<file path="src/hdl/ece_pkg.sv">
package ece_pkg;

  // Internal fixed-point format
  localparam int FracBits = 16;
  localparam int DataW    = 32;
  localparam int MulW     = 27;
  localparam int OutW     = 19;
  localparam int AddrW    = 5;

  typedef logic signed [DataW-1:0] data_t;
  typedef logic signed [MulW-1:0]  mop_t;

  localparam data_t One     = data_t'(2 ** FracBits);
  localparam data_t HalfOne = One / 2;
  localparam data_t QtrOne  = One / 4;
  localparam data_t TwoOne  = 2 * One;
  localparam data_t TenOne  = 10 * One;

  // 1e-6 in the internal format, rounded, never below one LSB
  localparam int    TolRaw = (17 + 2 ** (24 - FracBits - 1)) >> (24 - FracBits);
  localparam data_t Tol    = data_t'((TolRaw < 1) ? 1 : TolRaw);

  // back overshoot s = 1.70158 * 1.525 and s + 1, Q24 constants rounded to Q16
  localparam data_t BackS  = data_t'((43535357 + 128) >> 8);
  localparam data_t BackS1 = data_t'((60312573 + 128) >> 8);

  // bounce segment offsets 3/4, 15/16, 63/64
  localparam data_t BncC1 = 3 * One / 4;
  localparam data_t BncC2 = 15 * One / 16;
  localparam data_t BncC3 = 63 * One / 64;

  localparam data_t OutMax = data_t'(2 ** (OutW - 1) - 1);
  localparam data_t OutMin = -data_t'(2 ** (OutW - 1));

  typedef enum logic [3:0] {
    CrvHold      = 4'd0,
    CrvLinear    = 4'd1,
    CrvCubicIn   = 4'd2,
    CrvCubicOut  = 4'd3,
    CrvCubicBoth = 4'd4,
    CrvElastic   = 4'd5,
    CrvBounce    = 4'd6,
    CrvBack      = 4'd7,
    CrvBezier    = 4'd8
  } curve_e;

  typedef enum logic [2:0] {
    RegPresent = 3'd0,
    RegX1      = 3'd1,
    RegY1      = 3'd2,
    RegX2      = 3'd3,
    RegY2      = 3'd4
  } reg_idx_e;

  // multiply then shift: R modes round half up, F modes floor
  typedef enum logic [2:0] {
    MulR16 = 3'd0,
    MulR20 = 3'd1,
    MulR22 = 3'd2,
    MulF12 = 3'd3,
    MulF10 = 3'd4
  } mul_mode_e;

  typedef struct packed {
    mul_mode_e mode;
    mop_t      a;
    mop_t      b;
  } mul_req_t;

  typedef struct packed {
    logic                present;
    logic [16:0]         x1;
    logic signed [18:0]  y1;
    logic [16:0]         x2;
    logic signed [18:0]  y2;
  } bez_cfg_t;

  typedef struct packed {
    logic  start;
    data_t num;
    data_t den;
  } div_req_t;

  typedef struct packed {
    logic  done;
    data_t quot;
  } div_rsp_t;

  // 2^(-i/16), Q16
  function automatic data_t exp2_tab(input logic [4:0] i);
    data_t v;
    case (i)
      5'd0:    v = 32'sd65536;
      5'd1:    v = 32'sd62757;
      5'd2:    v = 32'sd60097;
      5'd3:    v = 32'sd57549;
      5'd4:    v = 32'sd55109;
      5'd5:    v = 32'sd52773;
      5'd6:    v = 32'sd50535;
      5'd7:    v = 32'sd48393;
      5'd8:    v = 32'sd46341;
      5'd9:    v = 32'sd44376;
      5'd10:   v = 32'sd42495;
      5'd11:   v = 32'sd40693;
      5'd12:   v = 32'sd38968;
      5'd13:   v = 32'sd37316;
      5'd14:   v = 32'sd35734;
      5'd15:   v = 32'sd34219;
      5'd16:   v = 32'sd32768;
      default: v = 32'sd0;
    endcase
    return v;
  endfunction

  // quarter-wave sine, Q16
  function automatic data_t sin_tab(input logic [4:0] i);
    data_t v;
    case (i)
      5'd0:    v = 32'sd0;
      5'd1:    v = 32'sd6424;
      5'd2:    v = 32'sd12785;
      5'd3:    v = 32'sd19024;
      5'd4:    v = 32'sd25080;
      5'd5:    v = 32'sd30893;
      5'd6:    v = 32'sd36410;
      5'd7:    v = 32'sd41575;
      5'd8:    v = 32'sd46341;
      5'd9:    v = 32'sd50660;
      5'd10:   v = 32'sd54491;
      5'd11:   v = 32'sd57798;
      5'd12:   v = 32'sd60548;
      5'd13:   v = 32'sd62714;
      5'd14:   v = 32'sd64277;
      5'd15:   v = 32'sd65220;
      5'd16:   v = 32'sd65536;
      default: v = 32'sd0;
    endcase
    return v;
  endfunction

endpackage

</file>
<file path="src/hdl/ece_div.sv">
module ece_div (
  input  logic              clk_i,
  input  logic              rst_ni,
  input  ece_pkg::div_req_t req_i,
  output ece_pkg::div_rsp_t rsp_o
);
  import ece_pkg::*;

  // quotients at or beyond 2^QuotBits land outside the clamp anyway: saturate
  localparam int QuotBits = FracBits + 3;
  localparam int WideW    = DataW + QuotBits;
  localparam int CntW     = $clog2(QuotBits);

  logic                busy_q, done_q, neg_q;
  logic [CntW-1:0]     cnt_q;
  logic [WideW-1:0]    rem_q, dsr_q;
  logic [QuotBits:0]   quo_q;

  logic [DataW-1:0]    num_mag, den_mag;
  logic [WideW-1:0]    num_wide, den_top;
  logic [WideW:0]      trial;
  logic                ge;
  data_t               mag;

  assign num_mag  = req_i.num[DataW-1] ? DataW'(-req_i.num) : DataW'(req_i.num);
  assign den_mag  = req_i.den[DataW-1] ? DataW'(-req_i.den) : DataW'(req_i.den);
  assign num_wide = WideW'(num_mag) << FracBits;
  assign den_top  = WideW'(den_mag) << QuotBits;
  assign trial    = {1'b0, rem_q} - {1'b0, dsr_q};
  assign ge       = ~trial[WideW];

  always_ff @(posedge clk_i or negedge rst_ni) begin
    if (!rst_ni) begin
      busy_q <= 1'b0;
      done_q <= 1'b0;
    end else begin
      done_q <= 1'b0;
      if (req_i.start) begin
        busy_q <= ~(num_wide >= den_top);
        done_q <= (num_wide >= den_top);
      end else if (busy_q && cnt_q == '0) begin
        busy_q <= 1'b0;
        done_q <= 1'b1;
      end
    end
  end

  always_ff @(posedge clk_i) begin
    if (req_i.start) begin
      neg_q <= req_i.num[DataW-1] ^ req_i.den[DataW-1];
      rem_q <= num_wide;
      dsr_q <= WideW'(den_mag) << (QuotBits - 1);
      cnt_q <= CntW'(QuotBits - 1);
      if (num_wide >= den_top) begin
        quo_q <= (QuotBits+1)'(1) << QuotBits;
      end else begin
        quo_q <= '0;
      end
    end else if (busy_q) begin
      // one quotient bit a cycle, restoring
      if (ge) begin
        rem_q <= trial[WideW-1:0];
      end
      quo_q <= {quo_q[QuotBits-1:0], ge};
      dsr_q <= dsr_q >> 1;
      cnt_q <= cnt_q - 1'b1;
    end
  end

  assign mag        = data_t'(quo_q);
  assign rsp_o.done = done_q;
  assign rsp_o.quot = neg_q ? -mag : mag;

endmodule
</file>
<file path="config.mk">
export PLATFORM = sky130hd
export DESIGN_NAME = ece_div
export DESIGN_NICKNAME = d
export VERILOG_FILES = /design/src/hdl/ece_pkg.sv /design/src/hdl/ece_div.sv
export SDC_FILE = /design/constraint.sdc
export NUM_CORES = 1
export LEC_CHECK = 0
export BUFFER_PORTS_ARGS = -buffer_cell sky130_fd_sc_hd__buf_2
export CORE_ASPECT_RATIO = 1.4
export CORE_MARGIN = 8
export CORE_UTILIZATION = 40
export DETAILED_ROUTE_END_ITERATION = 10
export SLEW_MARGIN = 40
export SYNTH_ARGS = -nofsm -noshare
export SYNTH_HDL_FRONTEND = slang
export SYNTH_SLANG_ARGS = --single-unit
</file>
<file path="constraint.sdc">
create_clock -name clk_i -period 4.3 [get_ports clk_i]
set_input_delay 0.645 -clock clk_i [delete_from_list [all_inputs] [get_ports clk_i]]
set_output_delay 0.645 -clock clk_i [all_outputs]
set_load 0.005 [all_outputs]
</file>
### After elaboration in Yosys (flattened, before gate mapping)

Cells that the tools add are included.
Widths: inputs -> output; s select.

| word-level totals | value |
|---|---|
| bits in registers | 129 |
| input bits | 67 |
| output and inout port bits | 33 |
| logic and storage cells | 40 |

| operators by class | value |
|---|---|
| add/subtract/negate cells | 5 |
| magnitude comparators | 1 |
| equality and inequality tests | 1 |
| mux-type cells | 15 |
| bitwise operators | 3 |
| reduce and logical (&&, ||, !) cells | 6 |

Operators with widths:

| kind | number |
|---|---|
| $mux 48 | 3 |
| $mux 50 | 2 |
| $mux 32 | 3 |
| $neg 32->32 | 2 |
| $mux 20 | 3 |
| $sub 51x50->52 | 1 |
| $ge 48x51->1 | 1 |
| $neg 20->32 | 1 |
| $logic_not 5->1 | 1 |
| $sub 5x1->5 const B | 1 |
| $mux 1 | 4 |
| $reduce_and 2->1 | 2 |
| $reduce_bool 2->1 | 2 |
| $ne 2x2->1 const B | 1 |
| $not 1->1 | 2 |
| $logic_and 1x1->1 | 1 |
| $xor 1x1->1 | 1 |

### Longest topological paths before layout

| logic depth | value |
|---|---|
| depth in word-level cells | 5 |
| depth in mapped cells | 18 |
| gate-level depth less buffers | 18 |

### Worst setup path after synthesis

OpenSTA, ideal clock, no wires.

| timing path | value |
|---|---|
| path kind | in2reg |
| start point | input req_i[32] (netlist name) |
| end point | register quo_q[19], data pin |
| library setup time | 259 ps |
| arrival time | 4,002 ps |
| data required time | 4,041 ps |
| slack | 38 ps |
| stages | 17 |
| buffers on the path | 0 |
| path through | inv_1 > ha_1 > or3b_2 > or4_4 > or2_1 > or4_4 > o21ai_1 > xnor2_1 > ha_1 > a21o_1 > a21o_1 > a21oi_1 > nor2_1 > nor2_1 > nand2_1 > nor3_1 > a21oi_1 |

| between the ends | value |
|---|---|
| cells in the longest elaborated chain, start to end | 5 |

Ends and longest elaborated chain:

| element | line | source |
|---|---|---|
| start, declared | ece_div.sv:4 | `input ece_pkg::div_req_t req_i,` |
| $neg 32->32 | ece_div.sv:25 | `assign num_mag = req_i.num[DataW-1] ? DataW'(-req_i.num) : DataW'(req_i.num);` |
| $mux 32 * | ece_div.sv:25 |  |
| $ge 48x51->1 * | ece_div.sv:54 | `if (num_wide >= den_top) begin` |
| $mux 20 * | ece_div.sv:54 |  |
| $mux 20 * | ece_div.sv:49 | `if (req_i.start) begin` |
| end signal, assigned | ece_div.sv:55 | `quo_q <= (QuotBits+1)'(1) << QuotBits;` |
| end signal, assigned | ece_div.sv:64 | `quo_q <= {quo_q[QuotBits-1:0], ge};` |
| end, declared | ece_div.sv:17 | `logic [QuotBits:0] quo_q;` |

Every way passes the cells marked *; elsewhere a longest branch is shown, timed or not.
A chain may end at the register's enable or synchronous reset.

### Worst setup path after layout

| timing path | value |
|---|---|
| start point | input req_i[32] (netlist name) |
| end point | register busy_q |

| between the ends | value |
|---|---|
| cells in the longest elaborated chain, start to end | 5 |

Ends and longest elaborated chain:

| element | line | source |
|---|---|---|
| $neg 32->32 | ece_div.sv:25 |  |
| $mux 32 * | ece_div.sv:25 |  |
| $ge 48x51->1 * | ece_div.sv:39 | `busy_q <= ~(num_wide >= den_top);` |
| $not 1->1 * | ece_div.sv:39 |  |
| $mux 1 * | ece_div.sv:38 | `if (req_i.start) begin` |
| end signal, assigned | ece_div.sv:39 |  |
| end, declared | ece_div.sv:14 | `logic busy_q, done_q, neg_q;` |

Marked as above.

==> results.txt <==
Status -> finished, final reports clean
Routed wire per std cell -> 16.7 um
Critical-path cell list -> buf_2, inv_1, ha_1, or3b_2, or4_4, or2_4, or4_4, buf_4, o41ai_2, xnor2_1, ha_1, nand4_1, nor2_2, nand4_1, a211o_1, a21oi_2, nor2b_1
Sequential Area -> 3440 um^2
CP required -> 4.62 ns
Hold WC Path Type -> flip-flop to flip-flop
CTS tree -> done
Layout cell share with drive strength beyond 1 -> 0.164
Largest family of logic cells by synthesized area -> compound AO/OA/AOI/OAI gates
Synth Area in Adders -> 0.100
Hold slack final -> 0.468 ns
Post-CTS Setup Inserts -> 0
Yosys cell types -> 79
Largest net degree at the start of global routing -> 68
Multi-input logic area -> 6620 um^2
Peak VDD IR -> 0.000325 V
Synthesis Warnings -> 0
Worst-margin pin slew -> 0.785 ns
Simple-gate portion of the synthesized area -> 0.174
Crit path max fanout -> 3
Max Clk Rate -> 244 MHz
Fin crit share -> 0.951
Tmin final -> 4.09 ns
H-tree depth -> 4
Netlist area before placement -> 10600 um^2
CTS root buffer -> clkbuf_16
IO Pins -> 100
Worst setup SP type -> input port
Max-capacitance violation count -> 0
DIE AREA -> 32000 um^2
Rel. slew slack -> 0.477
Synth async-reset ratio -> 0.0155
LEAKAGE -> 5.35 nW
Routed Antenna Nets -> 0
R2r setup slk -> 0.53 ns
DIE WIDTH -> 154 um
Worst-path clk slew -> 0.06 ns
Vias -> 9212
Hold wc startpoint -> rem_q[14]
# setup viols final -> 0
Pins Over Slew Limit -> 0
Xor and xnor area share after synthesis -> 0.101
Port Buffers -> 99
Largest delay share family, worst path -> simple AND/OR/NAND/NOR gates
CTS Sinks -> 129
Fillers -> 2582
Core area -> 26100 um^2
Total GRT Usage -> 0.175
Syn_nets -> 1371
Die H -> 209 um
Vias in the first global route -> 9482
Area Overhead vs Synth -> 15.9%
Nets -> 1481
RSZ-0062 raised after global routing -> false
Seq/Total Area, Yosys -> 0.325
Antenna violations before repair -> 0
First-pass GRT wire length -> 46300 um
Crit end category -> flip-flop
Slowest stage delay, CP -> 0.47 ns
Vias per cell -> 5.53
RD Place Congestion -> 0.899
Final Non-Filler Cells -> 1667
Total CTS buffers -> 17
Syn Area/Cell -> 8.68 um^2
PwrDens -> 636 nW/um^2
Final HPWL DP -> 21900 um
Flops & latches, synth -> 129
Mux contribution to synthesized area -> 0.0285
Placement Rows -> 70
Primary FF master, synth -> edfxtp_1
Syn Inst Count -> 1220
Worst Hold Path Cells -> 2
Placed insts -> 1634
Reg2reg start -> dsr_q[14]
Critical path class -> input port to flip-flop
Clock skew -> 0.00700 ns
CTS Buffer Depth -> 2
Data arrival, critical path -> 4.41 ns
Worst R2R Path Depth -> 12
Share of the synthesized area in compound gates (AO/OA/AOI/OAI) -> 0.220
Initial DRC count -> 484
R2r endpoint -> rem_q[27]
Hold violation total from the final report -> 0
Overall routed net length -> 27800 um
Final routed DRC violation total -> 0
Inserted Diodes -> 0
Later-pin clock latency in the skew report -> 0.43 ns
Starting Density -> 0.406
Post-synth EDFFs -> 85
Worst Hold End -> rem_q[14]
Worst path bufs/invs -> 3
Grt total ovfl -> 0
Pre-Repair DR Iteration Count -> 5
Final Util -> 0.470
CP max stage cell -> or3b_2
## cell families (layout without fill, tap and decap cells)
logic type      Yosys count  count (layout)
simple gates            365             365
xor+xnor                122             122
fa+ha+maj                84              84
mux                      30              30
compound gates          350             350
buf+inv                 140             263
flops                   129             129
## final cells by class
| class | count | area share |
|---|---|---|
| Clock buffer | 18 | 0.0350 |
| Clock inverter | 14 | 0.0136 |
| Inverter | 79 | 0.0242 |
| Multi-Input combinational cell | 951 | 0.539 |
| Sequential cell | 129 | 0.281 |
| Tap cell | 324 | 0.0330 |
| Timing Repair Buffer | 152 | 0.0742 |
## worst max path at each step
stage | start | end | depth (start not counted)
floorplan | req_i[32] | quo_q[19] | 17
global placement | req_i[32] | quo_q[19] | 18
detailed placement | req_i[32] | busy_q | 17
CTS | req_i[32] | busy_q | 17
global route | req_i[32] | busy_q | 17
finish | req_i[32] | busy_q | 17
## tightest hold or removal path: cells and delay by family (launching register included)
kind / cells / cell delay [ns]
and+or+nand+nor: 1 / 0.06
AOI/OAI and AO/OA: 1 / 0.05
DFF: 1 / 0.31
## timing repair
item | in CTS | in global routing
resized for setup | 0 | 5
endpoints found under the setup margin | 0 | 2
hold buffers | 1 | 0
endpoints found under the hold margin | 2 | 0
## state kept, by name, indices dropped and copies added, names as in the netlist
register	count
quo_q	20
dsr_q	50
cnt_q	5
busy_q	1
done_q	1
neg_q	1
rem_q	51
## layout by cell type, fill, tap and decap left out, types with 42 or more instances in the layout
| cell type | synthesis | final |
|---|---|---|
| xor2_1 | 51 | 51 |
| buf_2 | 7 | 98 |
| a21oi_1 | 77 | 77 |
| o21ai_0 | 88 | 88 |
| xnor2_1 | 71 | 70 |
| nand3_1 | 52 | 52 |
| buf_4 | 2 | 52 |
| inv_1 | 78 | 78 |
| nand2_1 | 98 | 98 |
| ha_1 | 83 | 83 |
| dfxtp_1 | 42 | 42 |
| edfxtp_1 | 85 | 85 |
| nor2_1 | 82 | 81 |
## Yosys cell counts, types with 8 or more instances
master / number / area share
o41ai_1: 11 / 0.0091
nand3_1: 52 / 0.025
mux2i_1: 29 / 0.027
o21ai_0: 88 / 0.042
or3_1: 10 / 0.0059
nand4_1: 16 / 0.0095
a22o_1: 16 / 0.013
nor3_1: 13 / 0.0061
ha_1: 83 / 0.098
nor2b_1: 25 / 0.015
dfxtp_1: 42 / 0.079
a21oi_1: 77 / 0.036
edfxtp_1: 85 / 0.24
xnor2_1: 71 / 0.059
xor2_1: 51 / 0.042
inv_1: 78 / 0.028
nor4_1: 8 / 0.0047
o21a_1: 15 / 0.011
a31oi_1: 12 / 0.0071
a21o_1: 31 / 0.022
nor2_1: 82 / 0.029
or4_1: 15 / 0.011
and3_1: 9 / 0.0053
nand2_1: 98 / 0.035
clkbuf_1: 49 / 0.017
o31ai_1: 31 / 0.022
o21bai_1: 12 / 0.0085
## per-stage QoR
step / TNS [ns] / total power [mW] / area [um^2] / setup WS, ns
finish: 0 / 7.81 / 12300 / 0.209
global route: 0 / 8.46 / 12300 / 0.0323
CTS: 0 / 7.84 / 12300 / 0.191
detailed placement: -0.681 / 6.33 / 11600 / -0.259
global placement: -0.571 / 6.30 / 11600 / -0.231
floorplan: 0 / 5.22 / 10600 / 0.0383
## power breakdown
part / switching, mW / leakage, nW / internal, mW / total [mW]
clock: 0.561 / 0.282 / 0.907 / 1.47
combinational: 2.62 / 3.76 / 1.84 / 4.46
sequential: 0.161 / 1.31 / 1.72 / 1.88
## metal layers
| layer | vias to the layer above | track usage | share of wire |
|---|---|---|---|
| met1 | 4296 | 0.208 | 0.45 |
| li1 | 4685 | - | - |
| met3 | 40 | 0.0259 | 0.032 |
| met2 | 191 | 0.307 | 0.49 |
| met5 | - | 0 | 0 |
| met4 | 0 | 0.0783 | 0.030 |
(Power assumes the default switching activity.)
