**config.mk**
```make
export PLATFORM = sky130hd
export DESIGN_NAME = ece_regs
export DESIGN_NICKNAME = d
export VERILOG_FILES = /design/src/hdl/ece_pkg.sv /design/src/hdl/ece_regs.sv
export SDC_FILE = /design/constraint.sdc
export NUM_CORES = 1
export LEC_CHECK = 0
export ABC_AREA = 0
export BUFFER_PORTS_ARGS = -buffer_cell sky130_fd_sc_hd__buf_2
export CAP_MARGIN = 40
export CORE_MARGIN = 1.5
export CORE_UTILIZATION = 48
export CTS_CLUSTER_DIAMETER = 40
export CTS_CLUSTER_SIZE = 20
export DETAILED_ROUTE_END_ITERATION = 8
export GPL_TIMING_DRIVEN = 0
export HOLD_SLACK_MARGIN = 0.12
export PLACE_DENSITY = 0.85
export SLEW_MARGIN = 5
export SYNTH_ARGS = -nofsm -noshare
export SYNTH_HDL_FRONTEND = slang
export SYNTH_SLANG_ARGS = --single-unit
```
**constraint.sdc**
```tcl
create_clock -name clk_i -period 2.4 [get_ports clk_i]
set_clock_uncertainty 0.1 [all_clocks]
set_input_delay 0.36 -clock clk_i [delete_from_list [all_inputs] [get_ports clk_i]]
set_output_delay 0.36 -clock clk_i [all_outputs]
set_load 0.05 [all_outputs]
```
**src/hdl/ece_pkg.sv**
```systemverilog
package ece_pkg;

  // Internal fixed-point format
  localparam int FracBits = 16;
  localparam int DataW    = 32;
  localparam int MulW     = 27;
  localparam int OutW     = 19;
  localparam int AddrW    = 5;

  typedef logic signed [DataW-1:0] data_t;
  typedef logic signed [MulW-1:0]  mop_t;

  localparam data_t One     = data_t'(2 ** FracBits);
  localparam data_t HalfOne = One / 2;
  localparam data_t QtrOne  = One / 4;
  localparam data_t TwoOne  = 2 * One;
  localparam data_t TenOne  = 10 * One;

  // 1e-6 in the internal format, rounded, never below one LSB
  localparam int    TolRaw = (17 + 2 ** (24 - FracBits - 1)) >> (24 - FracBits);
  localparam data_t Tol    = data_t'((TolRaw < 1) ? 1 : TolRaw);

  // back overshoot s = 1.70158 * 1.525 and s + 1, Q24 constants rounded to Q16
  localparam data_t BackS  = data_t'((43535357 + 128) >> 8);
  localparam data_t BackS1 = data_t'((60312573 + 128) >> 8);

  // bounce segment offsets 3/4, 15/16, 63/64
  localparam data_t BncC1 = 3 * One / 4;
  localparam data_t BncC2 = 15 * One / 16;
  localparam data_t BncC3 = 63 * One / 64;

  localparam data_t OutMax = data_t'(2 ** (OutW - 1) - 1);
  localparam data_t OutMin = -data_t'(2 ** (OutW - 1));

  typedef enum logic [3:0] {
    CrvHold      = 4'd0,
    CrvLinear    = 4'd1,
    CrvCubicIn   = 4'd2,
    CrvCubicOut  = 4'd3,
    CrvCubicBoth = 4'd4,
    CrvElastic   = 4'd5,
    CrvBounce    = 4'd6,
    CrvBack      = 4'd7,
    CrvBezier    = 4'd8
  } curve_e;

  typedef enum logic [2:0] {
    RegPresent = 3'd0,
    RegX1      = 3'd1,
    RegY1      = 3'd2,
    RegX2      = 3'd3,
    RegY2      = 3'd4
  } reg_idx_e;

  // multiply then shift: R modes round half up, F modes floor
  typedef enum logic [2:0] {
    MulR16 = 3'd0,
    MulR20 = 3'd1,
    MulR22 = 3'd2,
    MulF12 = 3'd3,
    MulF10 = 3'd4
  } mul_mode_e;

  typedef struct packed {
    mul_mode_e mode;
    mop_t      a;
    mop_t      b;
  } mul_req_t;

  typedef struct packed {
    logic                present;
    logic [16:0]         x1;
    logic signed [18:0]  y1;
    logic [16:0]         x2;
    logic signed [18:0]  y2;
  } bez_cfg_t;

  typedef struct packed {
    logic  start;
    data_t num;
    data_t den;
  } div_req_t;

  typedef struct packed {
    logic  done;
    data_t quot;
  } div_rsp_t;

  // 2^(-i/16), Q16
  function automatic data_t exp2_tab(input logic [4:0] i);
    data_t v;
    case (i)
      5'd0:    v = 32'sd65536;
      5'd1:    v = 32'sd62757;
      5'd2:    v = 32'sd60097;
      5'd3:    v = 32'sd57549;
      5'd4:    v = 32'sd55109;
      5'd5:    v = 32'sd52773;
      5'd6:    v = 32'sd50535;
      5'd7:    v = 32'sd48393;
      5'd8:    v = 32'sd46341;
      5'd9:    v = 32'sd44376;
      5'd10:   v = 32'sd42495;
      5'd11:   v = 32'sd40693;
      5'd12:   v = 32'sd38968;
      5'd13:   v = 32'sd37316;
      5'd14:   v = 32'sd35734;
      5'd15:   v = 32'sd34219;
      5'd16:   v = 32'sd32768;
      default: v = 32'sd0;
    endcase
    return v;
  endfunction

  // quarter-wave sine, Q16
  function automatic data_t sin_tab(input logic [4:0] i);
    data_t v;
    case (i)
      5'd0:    v = 32'sd0;
      5'd1:    v = 32'sd6424;
      5'd2:    v = 32'sd12785;
      5'd3:    v = 32'sd19024;
      5'd4:    v = 32'sd25080;
      5'd5:    v = 32'sd30893;
      5'd6:    v = 32'sd36410;
      5'd7:    v = 32'sd41575;
      5'd8:    v = 32'sd46341;
      5'd9:    v = 32'sd50660;
      5'd10:   v = 32'sd54491;
      5'd11:   v = 32'sd57798;
      5'd12:   v = 32'sd60548;
      5'd13:   v = 32'sd62714;
      5'd14:   v = 32'sd64277;
      5'd15:   v = 32'sd65220;
      5'd16:   v = 32'sd65536;
      default: v = 32'sd0;
    endcase
    return v;
  endfunction

endpackage

```
**src/hdl/ece_regs.sv**
```systemverilog
module ece_regs (
  input  logic                     clk_i,
  input  logic                     rst_ni,
  input  logic                     psel,
  input  logic                     penable,
  input  logic                     pwrite,
  input  logic [ece_pkg::AddrW-1:0] paddr,
  input  logic [31:0]              pwdata,
  output logic [31:0]              prdata,
  output logic                     pready,
  output ece_pkg::bez_cfg_t        cfg_o
);
  import ece_pkg::*;

  bez_cfg_t cfg_q, cfg_d;
  reg_idx_e idx;
  logic     wr_en;

  assign idx   = reg_idx_e'(paddr[AddrW-1:2]);
  assign wr_en = psel & penable & pwrite;
  assign pready = 1'b1;
  assign cfg_o  = cfg_q;

  always_comb begin
    cfg_d = cfg_q;
    if (wr_en) begin
      case (idx)
        RegPresent: cfg_d.present = pwdata[0];
        RegX1:      cfg_d.x1      = pwdata[16:0];
        RegY1:      cfg_d.y1      = signed'(pwdata[18:0]);
        RegX2:      cfg_d.x2      = pwdata[16:0];
        RegY2:      cfg_d.y2      = signed'(pwdata[18:0]);
        default:    cfg_d = cfg_q;
      endcase
    end
  end

  always_comb begin
    case (idx)
      RegPresent: prdata = {31'b0, cfg_q.present};
      RegX1:      prdata = {15'b0, cfg_q.x1};
      RegY1:      prdata = 32'(cfg_q.y1);
      RegX2:      prdata = {15'b0, cfg_q.x2};
      RegY2:      prdata = 32'(cfg_q.y2);
      default:    prdata = 32'b0;
    endcase
  end

  always_ff @(posedge clk_i or negedge rst_ni) begin
    if (!rst_ni) begin
      cfg_q.present <= 1'b0;
      cfg_q.x1      <= 17'd0;
      cfg_q.y1      <= 19'sd0;
      cfg_q.x2      <= 17'd65536;
      cfg_q.y2      <= 19'sd65536;
    end else begin
      cfg_q <= cfg_d;
    end
  end

endmodule

```
### Word level (Yosys, flattened, before mapping)

Cells that the tools add are included.

| word-level totals | value |
|---|---|
| bits in registers | 73 |
| output and inout port bits | 106 |

| operators by class | value |
|---|---|
| eq/ne operators | 4 |
| muxes and demuxes | 1 |
| bitwise operators | 2 |
| reductions and logical operators | 6 |

Operators with widths:

| cell | number |
|---|---|
| one-hot mux 32 bit (5 select lines) | 1 |
| AND reduction 2 bit | 5 |
| == test 3 x 2 -> 1 bit, second input constant | 2 |
| == test 3 x 1 -> 1 bit, second input constant | 1 |
| == test 3 bit, second input constant | 1 |
| zero test 3 bit | 1 |
| AND 1 bit | 2 |

### Logic depth before layout (Yosys ltp)

Gate-level depths: netlist (run 1).

| logic depth | value |
|---|---|
| word-level depth | 3 |
| mapped depth | 6 |
| depth with buffers taken out | 3 |

### Worst setup path before layout (run 1)

Ideal clock, no wire load.

| timing | value |
|---|---|
| path type | input to output |
| start | input paddr[3] (netlist name) |
| end | output prdata[19] |
| arrival time | 2511 ps |
| setup slack | -571 ps |
| cell stages on the path | 6 |
| buffers on the path | 3 |
| cells stage by stage | buf_2 buf_2 nor2b_1 a22oi_1 nor2_1 buf_4 |

| on the way | value |
|---|---|
| cells in the longest elaborated chain, start to end | 2 |

Ends and longest elaborated chain:

| item | RTL line | text |
|---|---|---|
| start: declaration | ece_regs.sv:7 | `input logic [ece_pkg::AddrW-1:0] paddr,` |
| == test 3 bit (tied with other cells) | ece_regs.sv:39 | `case (idx)` |
| one-hot mux 32 bit (5 select lines) * | ece_regs.sv:39 |  |
| end: declaration | ece_regs.sv:9 | `output logic [31:0] prdata,` |

Every way passes the cells marked *; elsewhere a longest branch is shown, timed or not.

### Worst setup path after layout (run 1)

| timing | value |
|---|---|
| start | input paddr[2] (netlist name) |
| end | output prdata[11] |

The elaborated chain is that of the path after synthesis.

==> results of run 1 <==
-- layout make-up --
type	count	area, µm²	share of cell area (%)
plain buffers	27	206.4	4.577
clock buffers	13	148.9	3.301
clock inverters	3	65.06	1.442
multi-input cells	147	1460	32.37
flip-flops and latches	73	1829	40.55
well taps	96	120.1	2.663
repair buffers	130	680.7	15.09
-- synth_stat cells, drive strengths merged, types with 2 or more instances --
cell type,number
nor3,3
mux2,74
nor2b,2
buf,27
nand2b,3
dfrtp,71
mux2i,17
dfstp,2
a221o,15
a22oi,2
nor2,22
-- final timing paths --
| kind | to | cells past startpoint | slack (ns) |
|---|---|---|---|
| max | prdata[11] | 6 | 0.10 |
| min | cfg_o[54] | 2 | 0.16 |
| max reg2reg | cfg_o[8] | 1 | 1.49 |
| min reg2reg | cfg_o[71] | 1 | 0.43 |
| max in group asynchronous | cfg_o[16] | 3 | 1.21 |
| min in group asynchronous | cfg_o[15] | 2 | 0.38 |
-- per-layer routing --
layer	track usage (%)	vias to the layer above
met5	0	-
met2	37.47	101
met3	4.430	16
met4	11.69	0
li1	-	1168
met1	30.09	1296
-- power by group through the flow --
stage	combinational, mW	sequential, mW	clock, mW
finish	1.87	1.66	1.04
global route	1.94	1.70	1.12
CTS	1.87	1.66	1.07
detailed placement	1.87	1.68	0
global placement	1.83	1.67	0
floorplan	0.570	2.51	0
-- metrics by stage --
step / area (µm²) / cells / util (%) / hold WS, ns / total power [mW]
finish: 4511 / 489 / 65.66 / 0.1633 / 4.570
global route: 4511 / 489 / 65.66 / 0.1480 / 4.760
CTS: 4489 / 488 / 65.36 / 0.1454 / 4.599
detailed placement: 4250 / 471 / 61.88 / 0.1999 / 3.548
global placement: 4220 / 470 / 61.44 / 0.4104 / 3.499
floorplan: 3460 / 246 / - / -0.03559 / 3.080
-- timing repair --
| action | CTS | global route |
|---|---|---|
| hold buffers | 1 | 0 |
| resized for setup | 4 | 4 |
| hold endpoints to repair | 25 | 0 |
| cloned | 0 | 1 |
| pin swaps | 0 | 2 |
| setup endpoints to repair | 24 | 24 |
-- kinds of logic after synthesis --
logic type      count (synthesis)  synth area share [%]
mux                            91                 29.07
flops                          73                 52.99
simple gates                   34                 6.778
buf+inv                        27                 5.727
compound gates                 20                 5.328
other cells                     1                0.1086
==> results.md, run 1 <==
Placement
• **weighted congestion reported at the end of routability-driven placement** 0.7770
• **DPL Wire Length** 6071 µm
• **count of buffers from port buffering** 128
• **post-place setup slack** -0.2711 ns

Clock tree
• **clock insertion delay at the later pin of the skew report** 0.34 ns
• **number of setup buffers added after CTS** 0
• **CTS tree** done
• **Clock Root Buffer** sky130_fd_sc_hd__clkbuf_8
• **Max Buffers Root-to-Sink** 2
• **sink count of the clock tree** 73
• **CTS buffer count** 9
• **number of H-tree levels** 3
• **Clock transition at path regs** 0.07 ns

STA
• **final-report setup violation count** 0
• **total count of max-transition violations in the final report** 0
• **Hold Vio Cnt, Final** 0
• **Max Fclk** 435.2 MHz
• **Final Critical Period** 2.298 ns
• **Final Cycle Share** 95.75%
• **total negative slack** 0 ns
• **headroom to the max-slew limit** 58.16%
• **Least-Margin Pin Slew** 0.6256 ns
• **RSZ-0062 raised after global routing** no
• **worst setup slack after layout** 0.1021 ns

Global route
• **global-route wire length before repair** 13,150 µm
• **pin count of the biggest net entering global routing** 49
• **leftover overflow at the end of global routing** 0
• **vias in the first global route** 2,456
• **global-route usage over all layers** 23.27%
• **initial antenna violation count** 0

Power and ir drop
• **net switching component of the power** 1.989 mW
• **clock network power share** 22.8%
• **Power Dens Cells** 1013 nW/µm²
• **leakage power total** 2.385 nW
• **Sequential Power Share** 36.4%
• **VDD IR-drop max** 0.0005812 V
• **combinational group share of total power** 40.8%
• **sw frac** 43.52%
• **Internal Dissipation** 2.581 mW

Outcome
• **result of the run** finished clean

Critical path
• **required time at the endpoint of the critical path** 1.94 ns
• **CP max stage delay** 0.30 ns
• **Cell Chain, Critical Path** buf_2 > nand2b_1 > nor2_4 > clkbuf_4 > a221o_1 > buf_2
• **sum of buffers and inverters on the critical path** 3
• **critical path class** in2out
• **category of cells accounting for the largest share of critical-path delay** buffers and inverters
• **Worst setup startpoint** paddr[2]
• **Crit. End Element** primary output
• **CP Launch Type** input port
• **CP max stage cell** sky130_fd_sc_hd__clkbuf_4
• **arrival time reported for the critical path endpoint** 1.84 ns
• **FF-to-FF Start** cfg_o[8]
• **most frequent cell on the critical path** sky130_fd_sc_hd__buf_2
• **Worst Path Max Fanout** 11

Synth
• **top cells by area, synth** sky130_fd_sc_hd__dfrtp_1, sky130_fd_sc_hd__mux2_2, sky130_fd_sc_hd__mux2i_1
• **cell type with the largest total area after synthesis** sky130_fd_sc_hd__dfrtp_1
• **async set or reset register ratio after synthesis** 100.0%
• **share of the synthesized area in the top cell type** 51.47%
• **leading register cell type out of synthesis** sky130_fd_sc_hd__dfrtp_1
• **post-synthesis cell count** 246
• **flop and latch count out of synthesis** 73
• **sequential element share of the synthesized area** 52.99%
• **synthesis warning total** 0
• **area of the mapped netlist** 3452 µm²
• **distinct cell type count after synthesis** 25
• **Post-Synthesis Net Count** 288
• **count of flip-flops with a built-in enable after synthesis** 0
• **average cell area after synthesis** 14.03 µm²

Cells and area
• **proportion of layout cells with a drive suffix above 1** 65.14%
• **commonest non-fill, non-tap cell in the layout** sky130_fd_sc_hd__buf_2
• **total of fill cells in the finished design** 546
• **Total Nets Final** 430
• **flip-flop count of the largest register, all copies and words added** 73
• **antenna cell count** 0
• **area grow syn2layout** 30.66%
• **highest-count cells in the layout ignoring fill and taps** sky130_fd_sc_hd__buf_2, sky130_fd_sc_hd__mux2_2, sky130_fd_sc_hd__dfrtp_1

Route
• **total wire length after detailed routing** 8716 µm
• **DR iter-0 viols** 94
• **number of antenna-violating nets in the routed design** 0
• **DRC violations left** 0
• **number of search-and-repair iterations in the first detailed-routing pass** 4
• **amount of wire on met2 after detailed routing** 4282 µm
• **via count** 2,581
• **uppermost signal routing layer after detailed routing** met4
• **Vias/cell** 5.278
• **average routed wire per standard cell** 17.82 µm
• **wire length the detailed router placed on met1** 3711 µm
• **wire length on met3** 527 µm

Run
• **Maximum Capacitance Violations** 0

Floorplan
• **Placeable Area** 6869 µm²
• **overall die height** 87.81 µm
• **Row Count** 30
• **Top-Level Pins** 148
• **Die Area** 7710 µm²
• **initial standard-cell utilization of the core** 50.26%
• **Die X-Extent** 87.81 µm

Min path
• **hold_sp** pwdata[18]
• **path class of the lowest-slack min-delay path** in2reg

No activity file was read; power rests on OpenSTA's default activity.
==> run 2: changes to the inputs <==
--- a/config.mk
+++ b/config.mk
@@ -6,7 +6,7 @@
 export NUM_CORES = 1
 export LEC_CHECK = 0
 export ABC_AREA = 0
-export BUFFER_PORTS_ARGS = -buffer_cell sky130_fd_sc_hd__buf_2
+export BUFFER_PORTS_ARGS = -buffer_cell sky130_fd_sc_hd__clkbuf_2
 export CAP_MARGIN = 40
 export CORE_MARGIN = 1.5
 export CORE_UTILIZATION = 48
==> run 2 against run 1 <==
  * Maximum frequency shrank 1.1%
  * Critical path depth is the same
  * Power shrank 4.7%
  * Largest cell class unchanged
  * Largest power group unchanged
  * Highest routed layer unchanged
==> results.md, run 2 (synthesized netlist as in run 1, its figures left out) <==
Outcome
• **result of the run** finished clean

Route
• **DRC violations left** 0
• **DR iter-0 viols** 122
• **Vias/cell** 5.299
• **number of antenna-violating nets in the routed design** 0
• **average routed wire per standard cell** 17.63 µm
• **via count** 2,591
• **number of search-and-repair iterations in the first detailed-routing pass** 4
• **total wire length after detailed routing** 8619 µm

Cells and area
• **proportion of layout cells with a drive suffix above 1** 65.90%
• **Total Nets Final** 430
• **flip-flop count of the largest register, all copies and words added** 73
• **total of fill cells in the finished design** 546
• **commonest non-fill, non-tap cell in the layout** sky130_fd_sc_hd__clkbuf_2
• **area grow syn2layout** 29.39%
• **Final Instance Count excl. Fillers** 489
• **antenna cell count** 0
• **highest-count cells in the layout ignoring fill and taps** sky130_fd_sc_hd__clkbuf_2, sky130_fd_sc_hd__mux2_2, sky130_fd_sc_hd__dfrtp_1

Global route
• **vias in the first global route** 2,461
• **leftover overflow at the end of global routing** 0
• **global-route usage over all layers** 22.94%
• **initial antenna violation count** 0
• **global-route wire length before repair** 12,900 µm
• **pin count of the biggest net entering global routing** 53

Floorplan
• **Row Count** 30
• **Die Area** 7710 µm²
• **Die X-Extent** 87.81 µm
• **overall die height** 87.81 µm
• **Placeable Area** 6869 µm²
• **initial standard-cell utilization of the core** 50.26%
• **Top-Level Pins** 148

Clock tree
• **CTS tree** done
• **number of H-tree levels** 3
• **clock insertion delay at the later pin of the skew report** 0.33 ns
• **Clock transition at path regs** 0.08 ns
• **CTS buffer count** 9
• **number of setup buffers added after CTS** 0
• **sink count of the clock tree** 73
• **Max Buffers Root-to-Sink** 2
• **Clock Root Buffer** sky130_fd_sc_hd__clkbuf_8

Critical path
• **Worst Path Max Fanout** 11
• **FF-to-FF Start** cfg_o[67]
• **arrival time reported for the critical path endpoint** 1.86 ns
• **required time at the endpoint of the critical path** 1.94 ns
• **Crit. End Element** primary output
• **Reg-to-Reg End** cfg_o[67]
• **worst reg2reg setup slack** 1.50 ns
• **CP Launch Type** input port
• **critical path class** in2out
• **number of cell instances on the worst register-to-register path** 1

Min path
• **count of cells along the worst hold path** 2
• **path class of the lowest-slack min-delay path** in2reg
• **hold endpoint** cfg_o[54]
• **hold_sp** pwdata[18]

STA
• **Hold Vio Cnt, Final** 0
• **headroom to the max-slew limit** 56.81%
• **Final Cycle Share** 96.83%
• **total count of max-transition violations in the final report** 0
• **Final Critical Period** 2.324 ns
• **final-report setup violation count** 0
• **RSZ-0062 raised after global routing** no
• **Least-Margin Pin Slew** 0.6458 ns
• **final-layout worst hold slack** 0.1699 ns
• **Max Fclk** 430.3 MHz

Power and ir drop
• **leakage power total** 2.322 nW
• **Power Dens Cells** 975.0 nW/µm²
• **VDD IR-drop max** 0.0006141 V

Run
• **Maximum Capacitance Violations** 0

Placement
• **Placed Cells incl. Taps** 471
• **weighted congestion reported at the end of routability-driven placement** 0.7857
• **count of buffers from port buffering** 128
• **DPL Wire Length** 6088 µm

==> run 2: cell types whose count changed in the layout (fill, tap and decap cells not counted) <==
| cell | previous run | this run |
|---|---|---|
| sky130_fd_sc_hd__clkinvlp_4 | 0 | 3 |
| sky130_fd_sc_hd__clkinv_2 | 1 | 3 |
| sky130_fd_sc_hd__inv_6 | 0 | 1 |
| sky130_fd_sc_hd__clkbuf_2 | 0 | 121 |
| sky130_fd_sc_hd__clkbuf_8 | 10 | 9 |
| sky130_fd_sc_hd__bufinv_16 | 2 | 0 |
| sky130_fd_sc_hd__buf_2 | 133 | 12 |
| sky130_fd_sc_hd__clkbuf_1 | 3 | 0 |
==> run 2: through the flow <==
step           area (µm²)  setup TNS, ns  power, mW  setup slack [ns]  utilization [%]
6_report             4467              0      4.355           0.07601            65.03
2_1_floorplan        3460              0      3.080            0.1090                -
5_1_grt              4467              0      4.549           0.03131            65.03
3_3_place_gp         4220         -2.624      3.500           -0.2589            61.44
4_1_cts              4443              0      4.379           0.01451            64.68
3_5_place_dp         4250         -2.930      3.549           -0.2764            61.88
==> run 2: worst max path at each step <==
stage | from | endpoint | slack (ns) | cells after the start
floorplan | paddr[3] | prdata[19] | 0.11 | 6
global placement | paddr[2] | prdata[7] | -0.26 | 5
detailed placement | paddr[2] | prdata[5] | -0.28 | 5
CTS | paddr[2] | prdata[5] | 0.01 | 6
global route | paddr[2] | prdata[9] | 0.03 | 6
finish | paddr[2] | prdata[7] | 0.08 | 6
==> run 2: power breakdown <==
part / leakage, nW / switching [mW] / internal (mW)
registers: 0.929 / 0.195 / 1.48
clock network: 0.0814 / 0.455 / 0.372
logic: 1.31 / 1.38 / 0.480
==> run 2: cell type report <==
class | count | area (µm²) | share of cell area, %
flip-flops and latches | 73 | 1829 | 40.95
multi-input cells | 147 | 1460 | 32.69
repair buffers | 130 | 680.7 | 15.24
plain buffers | 27 | 206.4 | 4.622
clock buffers | 9 | 123.9 | 2.773
well taps | 96 | 120.1 | 2.689
clock inverters | 7 | 46.29 | 1.036
==> run 2: routing by layer <==
metal | vias up | part of all wire [%] | wire, µm | track usage, %
met5 | - | 0 | 0 | 0
met4 | 0 | 1.3 | 112 | 9.957
met3 | 11 | 5.3 | 455 | 4.147
met2 | 104 | 50 | 4323 | 37.89
met1 | 1311 | 43 | 3727 | 29.63
li1 | 1165 | - | - | -
==> run 2: repair_timing <==
item	CTS	global route
endpoints found under the hold margin	21	0
pin swaps	0	2
hold buffers	1	0
gates cloned	0	1
gates resized for setup	4	10
endpoints found under the setup margin	24	23
==> run 2: worst max-delay path, stage by stage <==
cell and delay, ns:
sky130_fd_sc_hd__buf_2 0.20, sky130_fd_sc_hd__nand2b_1 0.29, sky130_fd_sc_hd__nor2_4 0.26, sky130_fd_sc_hd__buf_4 0.28, sky130_fd_sc_hd__a221o_1 0.17, sky130_fd_sc_hd__clkbuf_2 0.29
